[src/hw/rtl/i64da_pkg.sv]
// ----------------------------------------------------------------------------
// i64da_pkg
// Shared types, constants and the binary-to-BCD step for the int64 printer.
// ----------------------------------------------------------------------------
package i64da_pkg;

    localparam int VALUE_W       = 64;
    localparam int NUM_DIGITS    = 19;               // |value| <= 2^63 has 19 digits
    localparam int BCD_W         = NUM_DIGITS * 4;
    localparam int STEPS_PER_STG = 4;                // shift-add-3 steps per stage
    localparam int NUM_STAGES    = VALUE_W / STEPS_PER_STG;
    localparam int POS_W         = 5;                // holds digit index 0..18

    localparam logic [7:0] CHAR_ZERO  = 8'h30;
    localparam logic [7:0] CHAR_MINUS = 8'h2D;
    localparam logic [3:0] ADJ_LIMIT  = 4'd5;
    localparam logic [3:0] ADJ_ADD    = 4'd3;

    // Converted number handed to the serializer
    typedef struct packed {
        logic              valid;
        logic              neg;
        logic [POS_W-1:0]  top;      // index of the most significant digit
        logic [BCD_W-1:0]  bcd;
    } conv_out_t;

    // One double-dabble step over {bcd, bin}
    function automatic logic [BCD_W+VALUE_W-1:0] dabble_step(
        input logic [BCD_W+VALUE_W-1:0] w
    );
        logic [BCD_W+VALUE_W-1:0] r;
        logic [3:0]               dg;
        r = w;
        for (int d = 0; d < NUM_DIGITS; d++) begin
            dg = r[VALUE_W + 4*d +: 4];
            if (dg >= ADJ_LIMIT) begin
                r[VALUE_W + 4*d +: 4] = dg + ADJ_ADD;
            end
        end
        return {r[BCD_W+VALUE_W-2:0], 1'b0};
    endfunction

endpackage

[src/hw/rtl/i64da_conv.sv]
// ----------------------------------------------------------------------------
// i64da_conv
// Pipelined magnitude and binary-to-BCD conversion, four bits per stage.
// ----------------------------------------------------------------------------
module i64da_conv
    import i64da_pkg::*;
(
    input  logic               aclk,
    input  logic               aresetn,
    input  logic               adv,        // whole pipe moves one stage
    input  logic               in_valid,
    input  logic [VALUE_W-1:0] in_value,
    output conv_out_t          out
);

    logic [NUM_STAGES:0]  vld_reg;
    logic [NUM_STAGES:0]  neg_reg;
    logic [VALUE_W-1:0]   bin_reg [NUM_STAGES+1];
    logic [BCD_W-1:0]     bcd_reg [NUM_STAGES+1];
    conv_out_t            out_reg;
    conv_out_t            out_next;

    // Stage 0: sign and magnitude
    always_ff @(posedge aclk) begin
        if (!aresetn) begin
            vld_reg[0] <= 1'b0;
        end else if (adv) begin
            vld_reg[0] <= in_valid;
        end
        if (adv) begin
            neg_reg[0] <= in_value[VALUE_W-1];
            bin_reg[0] <= in_value[VALUE_W-1] ? (~in_value + 64'd1) : in_value;
            bcd_reg[0] <= '0;
        end
    end

    // Dabble stages
    for (genvar s = 1; s <= NUM_STAGES; s++) begin : g_stg
        logic [BCD_W+VALUE_W-1:0] w [STEPS_PER_STG+1];
        always_comb begin
            w[0] = {bcd_reg[s-1], bin_reg[s-1]};
            for (int k = 0; k < STEPS_PER_STG; k++) begin
                w[k+1] = dabble_step(w[k]);
            end
        end
        always_ff @(posedge aclk) begin
            if (!aresetn) begin
                vld_reg[s] <= 1'b0;
            end else if (adv) begin
                vld_reg[s] <= vld_reg[s-1];
            end
            if (adv) begin
                neg_reg[s] <= neg_reg[s-1];
                bin_reg[s] <= w[STEPS_PER_STG][VALUE_W-1:0];
                bcd_reg[s] <= w[STEPS_PER_STG][BCD_W+VALUE_W-1:VALUE_W];
            end
        end
    end

    // Final stage: locate the leading nonzero digit
    always_comb begin
        out_next       = '0;
        out_next.valid = vld_reg[NUM_STAGES];
        out_next.neg   = neg_reg[NUM_STAGES];
        out_next.bcd   = bcd_reg[NUM_STAGES];
        for (int d = 0; d < NUM_DIGITS; d++) begin
            if (bcd_reg[NUM_STAGES][4*d +: 4] != 4'd0) begin
                out_next.top = POS_W'(d);
            end
        end
    end

    always_ff @(posedge aclk) begin
        if (!aresetn) begin
            out_reg.valid <= 1'b0;
        end else if (adv) begin
            out_reg.valid <= out_next.valid;
        end
        if (adv) begin
            out_reg.neg <= out_next.neg;
            out_reg.top <= out_next.top;
            out_reg.bcd <= out_next.bcd;
        end
    end

    assign out = out_reg;

endmodule

[src/hw/rtl/int64_to_decimal_ascii.sv]
// ----------------------------------------------------------------------------
// int64_to_decimal_ascii
// Prints a signed 64-bit value as decimal ASCII, one character per request.
// ----------------------------------------------------------------------------
// Each input request carries one two's-complement value; the block answers
// with 1 to 20 output requests, a '-' for negative values then the digits
// most significant first, without leading zeros, tlast on the final one.
// The conversion is an 18-stage pipeline (magnitude, sixteen stages of four
// shift-add-3 steps, leading-digit search) followed by the serializer
// register; the whole pipeline stalls while a converted number waits for the
// busy serializer. The single-byte output port sets the sustained rate: a
// number of N characters takes N output handshakes, and the next number
// follows its final character with no gap when it is already converted.
module int64_to_decimal_ascii
    import i64da_pkg::*;
(
    input  logic               aclk,
    input  logic               aresetn,
    input  logic               s_tvalid,
    output logic               s_tready,
    input  logic [VALUE_W-1:0] s_tdata,   // [63:0] value
    output logic               m_tvalid,
    input  logic               m_tready,
    output logic [7:0]         m_tdata,   // [7:0] text_byte
    output logic               m_tlast    // last_char
);

    conv_out_t          conv;
    logic               adv;
    logic               load;
    logic               busy_reg;
    logic               sign_reg;
    logic [POS_W-1:0]   pos_reg;
    logic [BCD_W-1:0]   dig_reg;
    logic               take;

    // Serializer frees up on the final character handshake
    assign take     = m_tvalid && m_tready;
    assign load     = !busy_reg || (take && m_tlast);
    assign adv      = !conv.valid || load;
    assign s_tready = adv;

    i64da_conv u_conv (
        .aclk     (aclk),
        .aresetn  (aresetn),
        .adv      (adv),
        .in_valid (s_tvalid),
        .in_value (s_tdata),
        .out      (conv)
    );

    // Character serializer
    always_ff @(posedge aclk) begin
        if (!aresetn) begin
            busy_reg <= 1'b0;
        end else if (load) begin
            busy_reg <= conv.valid;
        end
        if (load) begin
            sign_reg <= conv.neg;
            pos_reg  <= conv.top;
            dig_reg  <= conv.bcd;
        end else if (take) begin
            if (sign_reg) begin
                sign_reg <= 1'b0;
            end else begin
                pos_reg <= pos_reg - POS_W'(1);
            end
        end
    end

    assign m_tvalid = busy_reg;
    assign m_tdata  = sign_reg ? CHAR_MINUS
                               : (CHAR_ZERO | {4'd0, dig_reg[4*pos_reg +: 4]});
    assign m_tlast  = !sign_reg && (pos_reg == '0);

    // Minus sign is never the final character
    a_sign_not_last: assert property (@(posedge aclk) disable iff (!aresetn)
        (m_tvalid && sign_reg) |-> !m_tlast)
        else $error("minus sign marked last");

    // Digit index stays inside the digit store
    a_pos_range: assert property (@(posedge aclk) disable iff (!aresetn)
        m_tvalid |-> (pos_reg < POS_W'(NUM_DIGITS)))
        else $error("digit index out of range");

    // Serializer drains when nothing is queued behind the last character
    a_drain: assert property (@(posedge aclk) disable iff (!aresetn)
        (take && m_tlast && !conv.valid) |=> !m_tvalid)
        else $error("output valid after drain");

endmodule
[config.mk]
export PLATFORM = sky130hd
export DESIGN_NAME = int64_to_decimal_ascii
export DESIGN_NICKNAME = d
export VERILOG_FILES = /design/src/hw/rtl/i64da_pkg.sv /design/src/hw/rtl/i64da_conv.sv /design/src/hw/rtl/int64_to_decimal_ascii.sv
export SDC_FILE = /design/constraint.sdc
export NUM_CORES = 2
export LEC_CHECK = 0
export ABC_AREA = 1
export BUFFER_PORTS_ARGS = -buffer_cell sky130_fd_sc_hd__buf_2
export CAP_MARGIN = 25
export CORE_MARGIN = 5
export CORE_UTILIZATION = 59
export DETAILED_ROUTE_END_ITERATION = 16
export PLACE_DENSITY = 0.78
export SYNTH_ARGS = -nofsm -noshare
export SYNTH_HDL_FRONTEND = slang
export SYNTH_SLANG_ARGS = --single-unit
export TNS_END_PERCENT = 10
[constraint.sdc]
create_clock -name aclk -period 50.6 [get_ports aclk]
set_input_delay 7.59 -clock aclk [delete_from_list [all_inputs] [get_ports aclk]]
set_output_delay 7.59 -clock aclk [all_outputs]
set_load 0.05 [all_outputs]
==> impl_metrics.py <==
metrics = {
    "grt": {
        "grt_usage": 0.2115,
        "gr-total-overflow": 0,
        "grt_pass1_wl_mm": 354.6,
        "grt_start_max_net_pins": 189,
        "antenna_found_initial": 4,
        "grt_pass1_vias": 83320,
    },
    "synth": {
        "synth_warnings": 0,
        "ys_top_cells_by_count": "nand2_1, inv_1, nand3_1, edfxtp_1, ha_1",
        "ys.flop_type": "edfxtp_1",
        "async_flop_share": 0,
        "ys_seq_area_frac": 0.3995,
        "ys_top_cells_by_area": "edfxtp_1, nand2_1, inv_1",
        "avgSynthCellArea_sq_um": 7.330,
        "yosysUniqueCellTypes": 63,
        "synth-edff-count": 1428,
        "yosys.area.top_type": "edfxtp_1",
        "syn_inst": 14770,
        "ys_ff_latch": 1447,
        "yosysMostFrequentCell": "nand2_1",
        "syn_area_sq_um": 108300,
        "synth.top_cell.area_share": 0.3960,
    },
    "sta": {
        "rsz0062_at_grt": "false",
        "clock_skew_ps": 39.95,
        "hold_viol": 0,
        "worst_pin_slew_ps": 1065,
        "tns_ps": 0,
        "slew_headroom": 0.2899,
        "post-route-period-util": 0.3418,
        "timing.hold.ws_ps": 403.7,
        "finalSetupViolCount": 0,
        "fmax_mhz": 57.82,
        "finalMaxSlewViolations": 0,
        "period_minus_slack_ps": 17300,
    },
    "outcome": {
        "run_status": "finished, final reports clean",
    },
    "floorplan": {
        "initial_core_util": 0.5921,
        "die_area_sq_um": 192200,
        "die_h_microns": 438.4,
        "ios": 79,
        "core_area_sq_um": 182900,
        "row_count": 157,
        "die_w_microns": 438.4,
    },
    "route": {
        "ant_nets": 0,
        "drc_errors": 0,
        "wl_mm": 203.6,
        "drt-initial-drc-count": 4689,
        "first_pass_iters": 6,
        "via_per_inst": 5.134,
        "routedWlPerCell_microns": 11.57,
        "vias": 90360,
    },
    "critical_path": {
        "worst_setup_path_end_kind": "output port",
        "path_max_fanout": 35,
        "cp.required_ps": 43010,
        "cp-start-kind": "primary input",
        "r2r-end": "u_conv.bin_reg[0][154]",
        "r2r_slack_ps": 43050,
        "cp.arrival_ps": 9710,
        "r2r_cells": 13,
        "critical_path_class": "primary input to output port",
        "r2r-start": "pos_reg[1]",
    },
    "cts": {
        "cts_tree": "yes",
        "cts_sinks": 1447,
        "cts_root_buf": "clkbuf_16",
        "cts_made_buffers": 160,
        "worstSkewPairLatency_ps": 830,
        "ctsHtreeMaxLevel": 4,
        "clockBufferDepth": 3,
        "clk_pin_slew_ps": 60,
        "cts_resized": 0,
        "cts_hold_buffers": 0,
        "cts_setup_buffers": 0,
    },
    "cells_and_area": {
        "syn_to_final_growth_pct": 8.346,
        "n_fill_cell": 15590,
        "largest_reg_flops": 703,
        "final_nets": 15670,
        "drive_gt1_frac": 0.06278,
    },
    "placement": {
        "gp_congestion": 0.8487,
        "hpwl_mm": 152.2,
        "portBuffers": 75,
    },
    "hold_path": {
        "hp-class": "flop to flop",
        "hold_end": "u_conv.bin_reg[0][752]",
        "hp-start": "u_conv.bin_reg[0][684]",
        "hold_path_depth": 0,
    },
    "flow_run": {
        "drv_cap": 0,
    },
}
==> cells by family after synthesis <==
family | Yosys count | synth area share
AND/OR/NAND/NOR | 8783 | 0.3578
adder cells (fa/ha/maj) | 600 | 0.06933
flip-flops | 1447 | 0.3995
buffers and inverters | 2596 | 0.09010
AO/OA/AOI/OAI | 1005 | 0.05448
multiplexers | 1 | 0.0001040
other | 2 | 0.00006935
XOR/XNOR | 339 | 0.02860
==> layout make-up <==
| type | count | area (sq um) | area share |
|---|---|---|---|
| timing repair buffer | 95 | 563.0 | 0.004799 |
| tap | 2464 | 3083 | 0.02628 |
| clock inverter | 109 | 1336 | 0.01139 |
| inverter | 2569 | 9643 | 0.08219 |
| antenna | 3 | 7.507 | 0.00006399 |
| clock buffer | 182 | 4150 | 0.03537 |
| multi-input combinational | 10730 | 55280 | 0.4712 |
| sequential | 1447 | 43260 | 0.3687 |
==> worst max-delay path, cell delays in order <==
cell and delay (ps):
buf_2 100, inv_1 40, o21ai_0 630, nand2_1 360, nand2_4 500, buf_2 410
==> stage by stage <==
stage | area (sq um) | setup slack, ps | util | std cells
after global placement | 111800 | 33300 | 0.6115 | 17310
after floorplan | 108300 | 17530 | - | 14770
after global routing | 117300 | 33080 | 0.6415 | 17600
final | 117300 | 33300 | 0.6415 | 17600
after detailed placement | 111800 | 33260 | 0.6115 | 17310
after CTS | 117300 | 33260 | 0.6415 | 17600
==> cells in the final DEF, fill, tap and decap left out, types with 22 or more instances in the layout <==
| cell type | netlist | routed |
|---|---|---|
| clkinv_2 | 0 | 30 |
| a21o_1 | 122 | 122 |
| o21bai_1 | 38 | 38 |
| nand3_2 | 163 | 163 |
| nand3b_1 | 55 | 55 |
| edfxtp_1 | 1428 | 1428 |
| and2_1 | 97 | 97 |
| xnor2_1 | 43 | 43 |
| xor2_1 | 279 | 279 |
| nand2_2 | 315 | 315 |
| nand2_1 | 5620 | 5619 |
| nor2_1 | 296 | 296 |
| inv_1 | 2552 | 2552 |
| clkbuf_16 | 0 | 163 |
| o21ai_0 | 385 | 385 |
| nand4_1 | 478 | 478 |
| o21ai_1 | 214 | 214 |
| clkinv_1 | 5 | 27 |
| a31o_2 | 28 | 28 |
| a21oi_1 | 91 | 91 |
| nand3_1 | 1690 | 1690 |
| buf_2 | 1 | 75 |
| bufinv_16 | 0 | 22 |
| o21ai_2 | 39 | 39 |
| o211ai_1 | 22 | 22 |
| nor4_1 | 26 | 26 |
| ha_1 | 600 | 600 |
==> routing by layer <==
layer  up-vias  share of wire  GRT usage
met4         4          0.030    0.06364
met3       331          0.031    0.02699
met1     40220           0.44     0.2465
met2      1058           0.50     0.4026
met5         -        0.00013          0
li1      48750              -          -
==> worst max path at each step <==
| stage | startpoint | end | slack [ps] | depth (start not counted) |
|---|---|---|---|---|
| finish | m_tready | s_tready | 33300 | 6 |
| floorplan | m_tready | s_tready | 17530 | 5 |
| detailed placement | m_tready | s_tready | 33260 | 6 |
| global placement | m_tready | s_tready | 33300 | 6 |
| CTS | m_tready | s_tready | 33260 | 6 |
| global route | m_tready | s_tready | 33080 | 6 |
Power is left out: the tool's default activity adds up to more than one toggle a clock period on the data nets, which glitch-free logic cannot reach.
